$ cat src/assert_macros.svh
// Assertion macros shared by the frame receiver modules.
`ifndef ASSERT_MACROS_SVH
`define ASSERT_MACROS_SVH

// The expression holds at every clock edge outside reset.
`define ASSERT_ALWAYS(lbl, expr, msg) \
    lbl: assert property (@(posedge i_clk) disable iff (!i_rst_n) (expr)) else $error(msg);

// The consequent holds at the same edge as the antecedent.
`define ASSERT_IMPLY(lbl, ante, cons, msg) \
    lbl: assert property (@(posedge i_clk) disable iff (!i_rst_n) (ante) |-> (cons)) \
        else $error(msg);

// The consequent holds at the next edge after the antecedent.
`define ASSERT_NEXT(lbl, ante, cons, msg) \
    lbl: assert property (@(posedge i_clk) disable iff (!i_rst_n) (ante) |=> (cons)) \
        else $error(msg);

`endif

$ cat src/dfr_pkg.sv
package dfr_pkg;

    localparam int CHANNELS_DEF  = 4;
    localparam int BUF_BYTES_DEF = 64;

    localparam logic [7:0] CHAR_HASH   = 8'h23;
    localparam logic [7:0] CHAR_DOLLAR = 8'h24;
    localparam logic [7:0] CHAR_BANG   = 8'h21;
    localparam logic [7:0] CHAR_NUL    = 8'h00;

    localparam int Q_DEPTH = 2;
    localparam int Q_PW    = 1;
    localparam int Q_CW    = 2;

    typedef enum logic [1:0] {
        K_IGNORE,
        K_BYTE,
        K_HOLD,
        K_READ
    } t_kind;

    typedef struct packed {
        t_kind       kind;
        logic [1:0]  ch;
        logic [7:0]  data;
        logic [6:0]  limit;
    } t_cmd;

    typedef enum logic {
        BS_IDLE,
        BS_READ
    } t_bstate;

endpackage

$ cat src/delimited_frame_receiver_unit.sv
// Byte beats: a beat goes from the command queue into the output register; one beat per
// cycle while the output is not stalled. Read beats: bytes go from the single frame memory
// read port via a read data register to the output, one byte per cycle unless it stalls;
// a read holds the back end. A two-entry command queue lets input and output stall apart.
// Reset (synchronous, active low) clears the queue, the output and all channel flags
// and lengths at once; the frame memory is not cleared and needs no clearing pass.
module delimited_frame_receiver_unit #(
    parameter int CHANNELS  = dfr_pkg::CHANNELS_DEF,
    parameter int BUF_BYTES = dfr_pkg::BUF_BYTES_DEF
) (
    input  logic       i_clk,
    input  logic       i_rst_n,
    input  logic       push,
    output logic       full,
    input  logic       i_func,
    input  logic [1:0] i_channel,
    input  logic [7:0] i_data,
    input  logic [6:0] i_read_limit,
    output logic       empty,
    input  logic       pop,
    output logic       o_ready_flag,
    output logic [7:0] o_out_byte,
    output logic       o_byte_valid,
    output logic       o_last
);

    logic          q_vld;
    logic          q_pop;
    dfr_pkg::t_cmd q_cmd;

    dfr_front #(
        .CHANNELS(CHANNELS)
    ) u_front (
        .i_clk       (i_clk),
        .i_rst_n     (i_rst_n),
        .push        (push),
        .full        (full),
        .i_func      (i_func),
        .i_channel   (i_channel),
        .i_data      (i_data),
        .i_read_limit(i_read_limit),
        .o_q_vld     (q_vld),
        .o_q_cmd     (q_cmd),
        .i_q_pop     (q_pop)
    );

    dfr_back #(
        .CHANNELS (CHANNELS),
        .BUF_BYTES(BUF_BYTES)
    ) u_back (
        .i_clk       (i_clk),
        .i_rst_n     (i_rst_n),
        .i_q_vld     (q_vld),
        .i_q_cmd     (q_cmd),
        .o_q_pop     (q_pop),
        .pop         (pop),
        .empty       (empty),
        .o_ready_flag(o_ready_flag),
        .o_out_byte  (o_out_byte),
        .o_byte_valid(o_byte_valid),
        .o_last      (o_last)
    );

endmodule

$ cat src/dfr_front.sv
`include "assert_macros.svh"

module dfr_front #(
    parameter int CHANNELS = dfr_pkg::CHANNELS_DEF
) (
    input  logic          i_clk,
    input  logic          i_rst_n,
    input  logic          push,
    output logic          full,
    input  logic          i_func,
    input  logic [1:0]    i_channel,
    input  logic [7:0]    i_data,
    input  logic [6:0]    i_read_limit,
    output logic          o_q_vld,
    output dfr_pkg::t_cmd o_q_cmd,
    input  logic          i_q_pop
);

    dfr_pkg::t_cmd r_q [dfr_pkg::Q_DEPTH];
    logic [dfr_pkg::Q_PW-1:0] r_wp, r_rp;
    logic [dfr_pkg::Q_CW-1:0] r_cnt, n_cnt;
    dfr_pkg::t_cmd in_cmd;
    logic          ch_ok;
    logic          push_acc;

    assign ch_ok    = (int'(i_channel) < CHANNELS);
    assign full     = (r_cnt == dfr_pkg::Q_CW'(dfr_pkg::Q_DEPTH));
    assign push_acc = push && !full;
    assign o_q_vld  = (r_cnt != '0);
    assign o_q_cmd  = r_q[r_rp];

    always_comb begin
        in_cmd.ch    = i_channel;
        in_cmd.data  = i_data;
        in_cmd.limit = i_read_limit;
        priority if (!ch_ok) begin
            in_cmd.kind = dfr_pkg::K_IGNORE;
        end else if (!i_func) begin
            in_cmd.kind = dfr_pkg::K_BYTE;
        end else if (i_read_limit == '0) begin
            in_cmd.kind = dfr_pkg::K_HOLD;
        end else begin
            in_cmd.kind = dfr_pkg::K_READ;
        end
    end

    always_comb begin
        n_cnt = r_cnt;
        if (push_acc && !i_q_pop) begin
            n_cnt = r_cnt + dfr_pkg::Q_CW'(1);
        end else if (!push_acc && i_q_pop) begin
            n_cnt = r_cnt - dfr_pkg::Q_CW'(1);
        end
    end

    always_ff @(posedge i_clk) begin
        if (!i_rst_n) begin
            r_wp  <= '0;
            r_rp  <= '0;
            r_cnt <= '0;
        end else begin
            r_cnt <= n_cnt;
            if (push_acc) begin
                r_wp <= r_wp + dfr_pkg::Q_PW'(1);
            end
            if (i_q_pop) begin
                r_rp <= r_rp + dfr_pkg::Q_PW'(1);
            end
        end
    end

    always_ff @(posedge i_clk) begin
        if (push_acc) begin
            r_q[r_wp] <= in_cmd;
        end
    end

    `ASSERT_ALWAYS(a_cnt_range, r_cnt <= dfr_pkg::Q_CW'(dfr_pkg::Q_DEPTH), "queue overfilled")
    `ASSERT_IMPLY(a_pop_nonempty, i_q_pop, r_cnt != '0, "pop from empty queue")
    `ASSERT_NEXT(a_cnt_rise, push_acc && !i_q_pop, r_cnt == $past(r_cnt) + 2'd1, "count lost")

endmodule

$ cat src/dfr_back.sv
`include "assert_macros.svh"

module dfr_back #(
    parameter int CHANNELS  = dfr_pkg::CHANNELS_DEF,
    parameter int BUF_BYTES = dfr_pkg::BUF_BYTES_DEF
) (
    input  logic          i_clk,
    input  logic          i_rst_n,
    input  logic          i_q_vld,
    input  dfr_pkg::t_cmd i_q_cmd,
    output logic          o_q_pop,
    input  logic          pop,
    output logic          empty,
    output logic          o_ready_flag,
    output logic [7:0]    o_out_byte,
    output logic          o_byte_valid,
    output logic          o_last
);

    localparam int CH_W      = (CHANNELS > 1) ? $clog2(CHANNELS) : 1;
    localparam int FW        = $clog2(BUF_BYTES);
    localparam int MEM_DEPTH = CHANNELS * BUF_BYTES;
    localparam int AW        = (MEM_DEPTH > 1) ? $clog2(MEM_DEPTH) : 1;
    localparam logic [FW:0]   BUF_LIM = (FW + 1)'(BUF_BYTES - 1);
    localparam logic [AW-1:0] BUF_A   = AW'(BUF_BYTES);

    logic [7:0] r_mem [MEM_DEPTH];

    dfr_pkg::t_bstate r_state, n_state;
    logic [CHANNELS-1:0] r_cap, n_cap;
    logic [CHANNELS-1:0] r_rdy, n_rdy;
    logic [FW-1:0] r_fill [CHANNELS];
    logic [FW-1:0] n_fill [CHANNELS];
    logic [FW-1:0] r_tl [CHANNELS];
    logic [FW-1:0] n_tl [CHANNELS];
    logic [CH_W-1:0] r_ch, n_ch;
    logic [FW-1:0] r_rd_ptr, n_rd_ptr;
    logic [FW-1:0] r_rd_n, n_rd_n;
    logic r_rd_vld, n_rd_vld;
    logic r_rd_last, n_rd_last;
    logic [7:0] r_rd_data;
    logic r_out_vld, n_out_vld;
    logic r_out_rdy, n_out_rdy;
    logic [7:0] r_out_byte, n_out_byte;
    logic r_out_bv, n_out_bv;
    logic r_out_last, n_out_last;

    logic          out_free;
    logic          mem_we, mem_re;
    logic [AW-1:0] mem_waddr, mem_raddr;
    logic [CH_W-1:0] cmd_ch;
    logic [AW-1:0] cmd_base, rd_base;
    logic          start;
    logic          b_cap;
    logic [FW:0]   b_fill, b_tl;
    logic [6:0]    lim_m1;
    logic [FW-1:0] rd_n;

    assign out_free  = !r_out_vld || pop;
    assign cmd_ch    = CH_W'(i_q_cmd.ch);
    assign cmd_base  = AW'(cmd_ch) * BUF_A;
    assign rd_base   = AW'(r_ch) * BUF_A;
    assign mem_raddr = rd_base + AW'(r_rd_ptr);

    always_comb begin
        n_state    = r_state;
        n_cap      = r_cap;
        n_rdy      = r_rdy;
        n_fill     = r_fill;
        n_tl       = r_tl;
        n_ch       = r_ch;
        n_rd_ptr   = r_rd_ptr;
        n_rd_n     = r_rd_n;
        n_rd_vld   = r_rd_vld;
        n_rd_last  = r_rd_last;
        n_out_vld  = r_out_vld && !pop;
        n_out_rdy  = r_out_rdy;
        n_out_byte = r_out_byte;
        n_out_bv   = r_out_bv;
        n_out_last = r_out_last;
        o_q_pop    = 1'b0;
        mem_we     = 1'b0;
        mem_re     = 1'b0;
        mem_waddr  = cmd_base;
        start      = (i_q_cmd.data == dfr_pkg::CHAR_HASH) ||
                     (i_q_cmd.data == dfr_pkg::CHAR_DOLLAR);
        b_cap      = r_cap[cmd_ch] | start;
        b_fill     = start ? '0 : {1'b0, r_fill[cmd_ch]};
        b_tl       = start ? '0 : {1'b0, r_tl[cmd_ch]};
        lim_m1     = i_q_cmd.limit - 7'd1;
        rd_n       = (7'(r_tl[cmd_ch]) < lim_m1) ? r_tl[cmd_ch] : FW'(lim_m1);

        unique case (r_state)
            dfr_pkg::BS_IDLE: begin
                if (i_q_vld && out_free) begin
                    o_q_pop    = 1'b1;
                    n_out_vld  = 1'b1;
                    n_out_rdy  = 1'b0;
                    n_out_byte = '0;
                    n_out_bv   = 1'b0;
                    n_out_last = 1'b1;
                    unique case (i_q_cmd.kind)
                        dfr_pkg::K_IGNORE: begin
                        end
                        dfr_pkg::K_HOLD: begin
                            n_out_rdy = r_rdy[cmd_ch];
                        end
                        dfr_pkg::K_BYTE: begin
                            if (!r_rdy[cmd_ch] && b_cap) begin
                                if (b_fill >= BUF_LIM) begin
                                    n_cap[cmd_ch]  = 1'b0;
                                    n_rdy[cmd_ch]  = 1'b0;
                                    n_fill[cmd_ch] = '0;
                                    n_tl[cmd_ch]   = '0;
                                end else begin
                                    mem_we    = 1'b1;
                                    mem_waddr = cmd_base + AW'(b_fill);
                                    if (b_tl == b_fill && i_q_cmd.data != dfr_pkg::CHAR_NUL) begin
                                        b_tl = b_fill + (FW + 1)'(1);
                                    end
                                    b_fill = b_fill + (FW + 1)'(1);
                                    if (b_fill >= BUF_LIM) begin
                                        n_cap[cmd_ch]  = 1'b0;
                                        n_rdy[cmd_ch]  = 1'b0;
                                        n_fill[cmd_ch] = '0;
                                        n_tl[cmd_ch]   = '0;
                                    end else begin
                                        n_fill[cmd_ch] = FW'(b_fill);
                                        n_tl[cmd_ch]   = FW'(b_tl);
                                        n_cap[cmd_ch]  = 1'b1;
                                        if (i_q_cmd.data == dfr_pkg::CHAR_BANG) begin
                                            n_rdy[cmd_ch] = 1'b1;
                                            n_cap[cmd_ch] = 1'b0;
                                        end
                                    end
                                end
                            end
                            n_out_rdy = n_rdy[cmd_ch];
                        end
                        dfr_pkg::K_READ: begin
                            n_cap[cmd_ch]  = 1'b0;
                            n_rdy[cmd_ch]  = 1'b0;
                            n_fill[cmd_ch] = '0;
                            n_tl[cmd_ch]   = '0;
                            if (rd_n != '0) begin
                                n_out_vld = 1'b0;
                                n_state   = dfr_pkg::BS_READ;
                                n_ch      = cmd_ch;
                                n_rd_ptr  = '0;
                                n_rd_n    = rd_n;
                            end
                        end
                    endcase
                end
            end
            dfr_pkg::BS_READ: begin
                if (r_rd_vld && out_free) begin
                    n_out_vld  = 1'b1;
                    n_out_rdy  = 1'b0;
                    n_out_byte = r_rd_data;
                    n_out_bv   = 1'b1;
                    n_out_last = r_rd_last;
                    n_rd_vld   = 1'b0;
                end
                if (r_rd_ptr != r_rd_n && (!r_rd_vld || out_free)) begin
                    mem_re    = 1'b1;
                    n_rd_vld  = 1'b1;
                    n_rd_last = (r_rd_ptr + FW'(1) == r_rd_n);
                    n_rd_ptr  = r_rd_ptr + FW'(1);
                end
                if (r_rd_ptr == r_rd_n && !r_rd_vld) begin
                    n_state = dfr_pkg::BS_IDLE;
                end
            end
        endcase
    end

    always_ff @(posedge i_clk) begin
        if (!i_rst_n) begin
            r_state   <= dfr_pkg::BS_IDLE;
            r_cap     <= '0;
            r_rdy     <= '0;
            r_fill    <= '{default: '0};
            r_tl      <= '{default: '0};
            r_rd_vld  <= 1'b0;
            r_out_vld <= 1'b0;
        end else begin
            r_state   <= n_state;
            r_cap     <= n_cap;
            r_rdy     <= n_rdy;
            r_fill    <= n_fill;
            r_tl      <= n_tl;
            r_rd_vld  <= n_rd_vld;
            r_out_vld <= n_out_vld;
        end
    end

    always_ff @(posedge i_clk) begin
        r_ch       <= n_ch;
        r_rd_ptr   <= n_rd_ptr;
        r_rd_n     <= n_rd_n;
        r_rd_last  <= n_rd_last;
        r_out_rdy  <= n_out_rdy;
        r_out_byte <= n_out_byte;
        r_out_bv   <= n_out_bv;
        r_out_last <= n_out_last;
    end

    always_ff @(posedge i_clk) begin
        if (mem_we) begin
            r_mem[mem_waddr] <= i_q_cmd.data;
        end
    end

    always_ff @(posedge i_clk) begin
        if (mem_re) begin
            r_rd_data <= r_mem[mem_raddr];
        end
    end

    assign empty        = !r_out_vld;
    assign o_ready_flag = r_out_rdy;
    assign o_out_byte   = r_out_byte;
    assign o_byte_valid = r_out_bv;
    assign o_last       = r_out_last;

    `ASSERT_ALWAYS(a_rdy_cap_excl, (r_rdy & r_cap) == '0, "channel both ready and capturing")
    `ASSERT_IMPLY(a_ptr_bound, r_state == dfr_pkg::BS_READ, r_rd_ptr <= r_rd_n, "read overrun")
    `ASSERT_IMPLY(a_no_pop_in_read, r_state == dfr_pkg::BS_READ, !o_q_pop, "pop during read")
    `ASSERT_IMPLY(a_rd_in_read, r_rd_vld, r_state == dfr_pkg::BS_READ, "stray read data")

endmodule
$ cat config.mk
export PLATFORM = sky130hd
export DESIGN_NAME = delimited_frame_receiver_unit
export DESIGN_NICKNAME = d
export VERILOG_FILES = /design/src/dfr_pkg.sv /design/src/delimited_frame_receiver_unit.sv /design/src/dfr_front.sv /design/src/dfr_back.sv
export VERILOG_INCLUDE_DIRS = /design/src /design/src/src
export SDC_FILE = /design/constraint.sdc
export NUM_CORES = 2
export LEC_CHECK = 0
export BUFFER_PORTS_ARGS = -buffer_cell sky130_fd_sc_hd__clkbuf_2
export CAP_MARGIN = 30
export CELL_PAD_IN_SITES_DETAIL_PLACEMENT = 0
export CELL_PAD_IN_SITES_GLOBAL_PLACEMENT = 1
export CORE_ASPECT_RATIO = 1.4
export CORE_UTILIZATION = 50
export DETAILED_ROUTE_END_ITERATION = 16
export PLACE_DENSITY_LB_ADDON = 0.1
export SLEW_MARGIN = 20
export SYNTH_ARGS = -nofsm -noshare
export SYNTH_HDL_FRONTEND = slang
export SYNTH_SLANG_ARGS = --single-unit
$ cat constraint.sdc
create_clock -name i_clk -period 7.3 [get_ports i_clk]
set_clock_uncertainty 0.1 [all_clocks]
set_input_delay 0.73 -clock i_clk [delete_from_list [all_inputs] [get_ports i_clk]]
set_output_delay 0.73 -clock i_clk [all_outputs]
set_load 0.02 [all_outputs]
==> flow_metrics.py <==
metrics = {
    "final_layout": {
        "syn_to_final_growth_pct": 12.4,
        "fillCellCount": 12800,
        "drive_gt1_share_pct": 27.7,
        "fin_area_sq_um": 96100,
        "nNetsFinal": 4120,
    },
    "floorplanning": {
        "core_sq_um": 170000,
        "fp-row-count": 179,
        "die_x_um": 351,
        "ios": 35,
        "die_area_sq_um": 173000,
        "initial_utilization_pct": 50.3,
        "dieHeight_um": 491,
    },
    "power": {
        "cellPowerDensity_nw_per_um2": 301,
        "peakVddDrop_v": 0.000244,
        "p_leak_uw": 0.0299,
    },
    "critical_path": {
        "crit_fanout": 27,
        "path_cells": "buf_4 > mux2i_4 > buf_4 > mux2i_1 > nand2_1 > inv_1 > ha_1 > inv_1 > nand2_1 > o22ai_1 > nor4_2 > or2_1 > or3_1 > nand2_2 > nor2_1",
        "cpMaxStageDelayCell": "nor2_1",
        "critical_path_class": "flip-flop to flip-flop",
        "cp-end-kind": "flip-flop",
        "cp_slowest_stage_delay_ns": 0.80,
        "cp.arrival_ns": 5.83,
        "start_kind": "flip-flop",
        "critPathRequiredTime_ns": 7.65,
    },
    "sta": {
        "rsz0062_at_grt": "false",
        "max_freq_mhz": 183,
        "timing.final.crit_share_pct": 75.0,
        "period_minus_slack_ns": 5.47,
        "setup_viol": 0,
        "max_slew_margin_pct": 28.8,
        "finalHoldViolCount": 0,
        "tns_ns": 0,
        "maxSlewViolCount": 0,
        "worst_pin_slew_ns": 1.07,
    },
    "synth": {
        "synth_area_leaders": "edfxtp_1, mux4_2, dfxtp_1",
        "async_reset_ff_share_pct": 0,
        "synth_cell_types": 68,
        "ys_seq_area_share_pct": 76.0,
        "synth_seq_cells": 2184,
        "synthTopCellsByCount": "edfxtp_1, mux4_2, nor2_1",
        "syn_area_per_cell_sq_um": 22.0,
        "synth_edf_count": 2120,
        "yosysTopAreaCell": "edfxtp_1",
        "synth.most_common_cell": "edfxtp_1",
        "yosysTopAreaCellShare_pct": 74.5,
        "yosys_warnings": 0,
        "netlist_area_sq_um": 85500,
        "netlist_instances": 3879,
        "ys.flop_type": "edfxtp_1",
    },
    "grt": {
        "grt_start_max_net_pins": 185,
        "grt_pass1_wl_mm": 298,
        "grt_pass1_vias": 40900,
        "antenna_found_initial": 3,
        "grt_use_total_pct": 24.3,
        "grt_overflow_total": 0,
    },
    "clock_tree": {
        "h-tree-depth": 4,
        "clock-sinks": 2184,
        "post_cts_resized": 0,
        "clk_pin_slew_ns": 0.06,
        "clock_latency_ns": 0.84,
        "clock_path_buffers": 3,
        "cts_tree": "yes",
        "clock-root-buffer": "clkbuf_16",
        "numCtsBuffers": 200,
    },
    "flow_run": {
        "maxCapViolCount": 0,
    },
    "place": {
        "dpl_cell_area_sq_um": 89100,
        "port_buffers": 34,
        "dp_hpwl_mm": 124,
        "gp_congestion": 0.801,
    },
    "route": {
        "vias": 39400,
        "final_antenna_net_count": 0,
        "drt_iter0_markers": 3581,
        "wirelength_mm": 204,
        "wire_per_inst_um": 31.4,
        "drtPass1Iterations": 5,
        "via_per_inst": 6.05,
        "drc": 0,
    },
    "worst_hold_path": {
        "hold_path_class": "input pin to flip-flop",
    },
    "run_status": {
        "outcome": "finished, final reports clean",
    },
}
logic make-up after synthesis:
group / synth area share (%)
fa+ha+maj: 0.190
simple gates: 2.70
other cells: 0.00439
buf+inv: 1.06
compound gates: 1.23
flops: 76.0
xor+xnor: 0.359
mux: 18.5
sequential cells by signal, summed over array words and instances, names as in the netlist, named ones only:
| name | flops |
|---|---|
| u_back.o_byte_valid | 1 |
| u_back.o_last | 1 |
| u_back.o_out_byte | 8 |
| u_back.o_ready_flag | 1 |
| u_back.r_ch | 2 |
| u_back.r_fill | 24 |
| u_back.r_mem | 2048 |
| u_back.r_out_vld | 1 |
| u_back.r_rd_data | 8 |
| u_back.r_rd_last | 1 |
| u_back.r_rd_n | 6 |
| u_back.r_rd_ptr | 6 |
| u_back.r_rd_vld | 1 |
| u_back.r_rdy | 4 |
| u_back.r_state | 1 |
| u_back.r_tl | 24 |
| u_front.r_cnt | 2 |
| u_front.r_q | 38 |
| u_front.r_rp | 1 |
| u_front.r_wp | 1 |
metrics by stage:
stage / utilization [%] / setup slack [ns] / power [uW] / instances / hold WS (ns)
after CTS: 56.5 / 1.82 / 29200 / 6508 / 0.106
after floorplan: - / 0.218 / 17100 / 3910 / 0.319
after detailed placement: 52.5 / 1.83 / 18400 / 6122 / 0.339
final: 56.6 / 1.83 / 28900 / 6514 / 0.174
after global routing: 56.6 / 1.34 / 29700 / 6514 / 0.177
after global placement: 52.4 / 1.87 / 18400 / 6118 / 0.338
worst paths after layout:
check                                    start                   end  slack [ns]  cells after the start
worst max register to register       flip-flop  u_back.r_mem[128][0]        1.83                     15
worst min register to register  u_back.r_tl[3]        u_back.r_tl[3]        0.35                      2
worst max-delay path                 flip-flop  u_back.r_mem[128][0]        1.83                     15
worst min-delay path                      push          u_front.r_wp        0.17                      4
area by class of cell:
class,count,area [sq um],area share [%]
clock inverter,139,1580,1.64
sequential,2184,64900,67.6
timing repair buffer,184,1610,1.68
antenna,1,2.50,0.00261
inverter,20,92.6,0.0964
clock buffer,229,5180,5.39
multi-input combinational,1495,19800,20.6
tap,2262,2830,2.95
cells in the final DEF, fill, tap and decap left out, drive strengths merged, types with 25 or more instances in the layout:
| cell | n |
|---|---|
| buf | 130 |
| nand2 | 116 |
| nor2 | 296 |
| mux2i | 50 |
| inv | 27 |
| clkbuf | 265 |
| conb | 32 |
| bufinv | 30 |
| dfxtp | 64 |
| nand3 | 25 |
| clkinv | 95 |
| a21oi | 26 |
| edfxtp | 2120 |
| o21ai | 36 |
| mux4 | 673 |
layer usage:
layer / GRT usage [%] / vias to the layer above / part of all wire [%]
li1: - / 16600 / -
met1: 33.3 / 21400 / 40
met2: 41.0 / 1135 / 52
met3: 3.05 / 277 / 5.1
met4: 7.31 / 0 / 2.8
met5: 0 / - / 0
critical path, delay by kind of cell (launching register included):
family | cells | cell delay [ns]
buffers and inverters | 4 | 1.01
multiplexers | 2 | 0.74
AO/OA/AOI/OAI | 1 | 0.12
flip-flops | 1 | 0.44
AND/OR/NAND/NOR | 7 | 2.36
adder cells (fa/ha/maj) | 1 | 0.25
timing repair:
item,in CTS,in global routing
setup buffers,0,0
hold endpoints to repair,36,0
hold buffers,18,0
report_power, final:
| group | switching, uW | internal (uW) | total [uW] |
|---|---|---|---|
| Clock | 4610 | 6170 | 10800 |
| Combinational | 2310 | 816 | 3130 |
| Sequential | 64.8 | 14900 | 15000 |
| Total | 6990 | 21900 | 28900 |
Note: power is estimated with default switching activity, not from simulation.
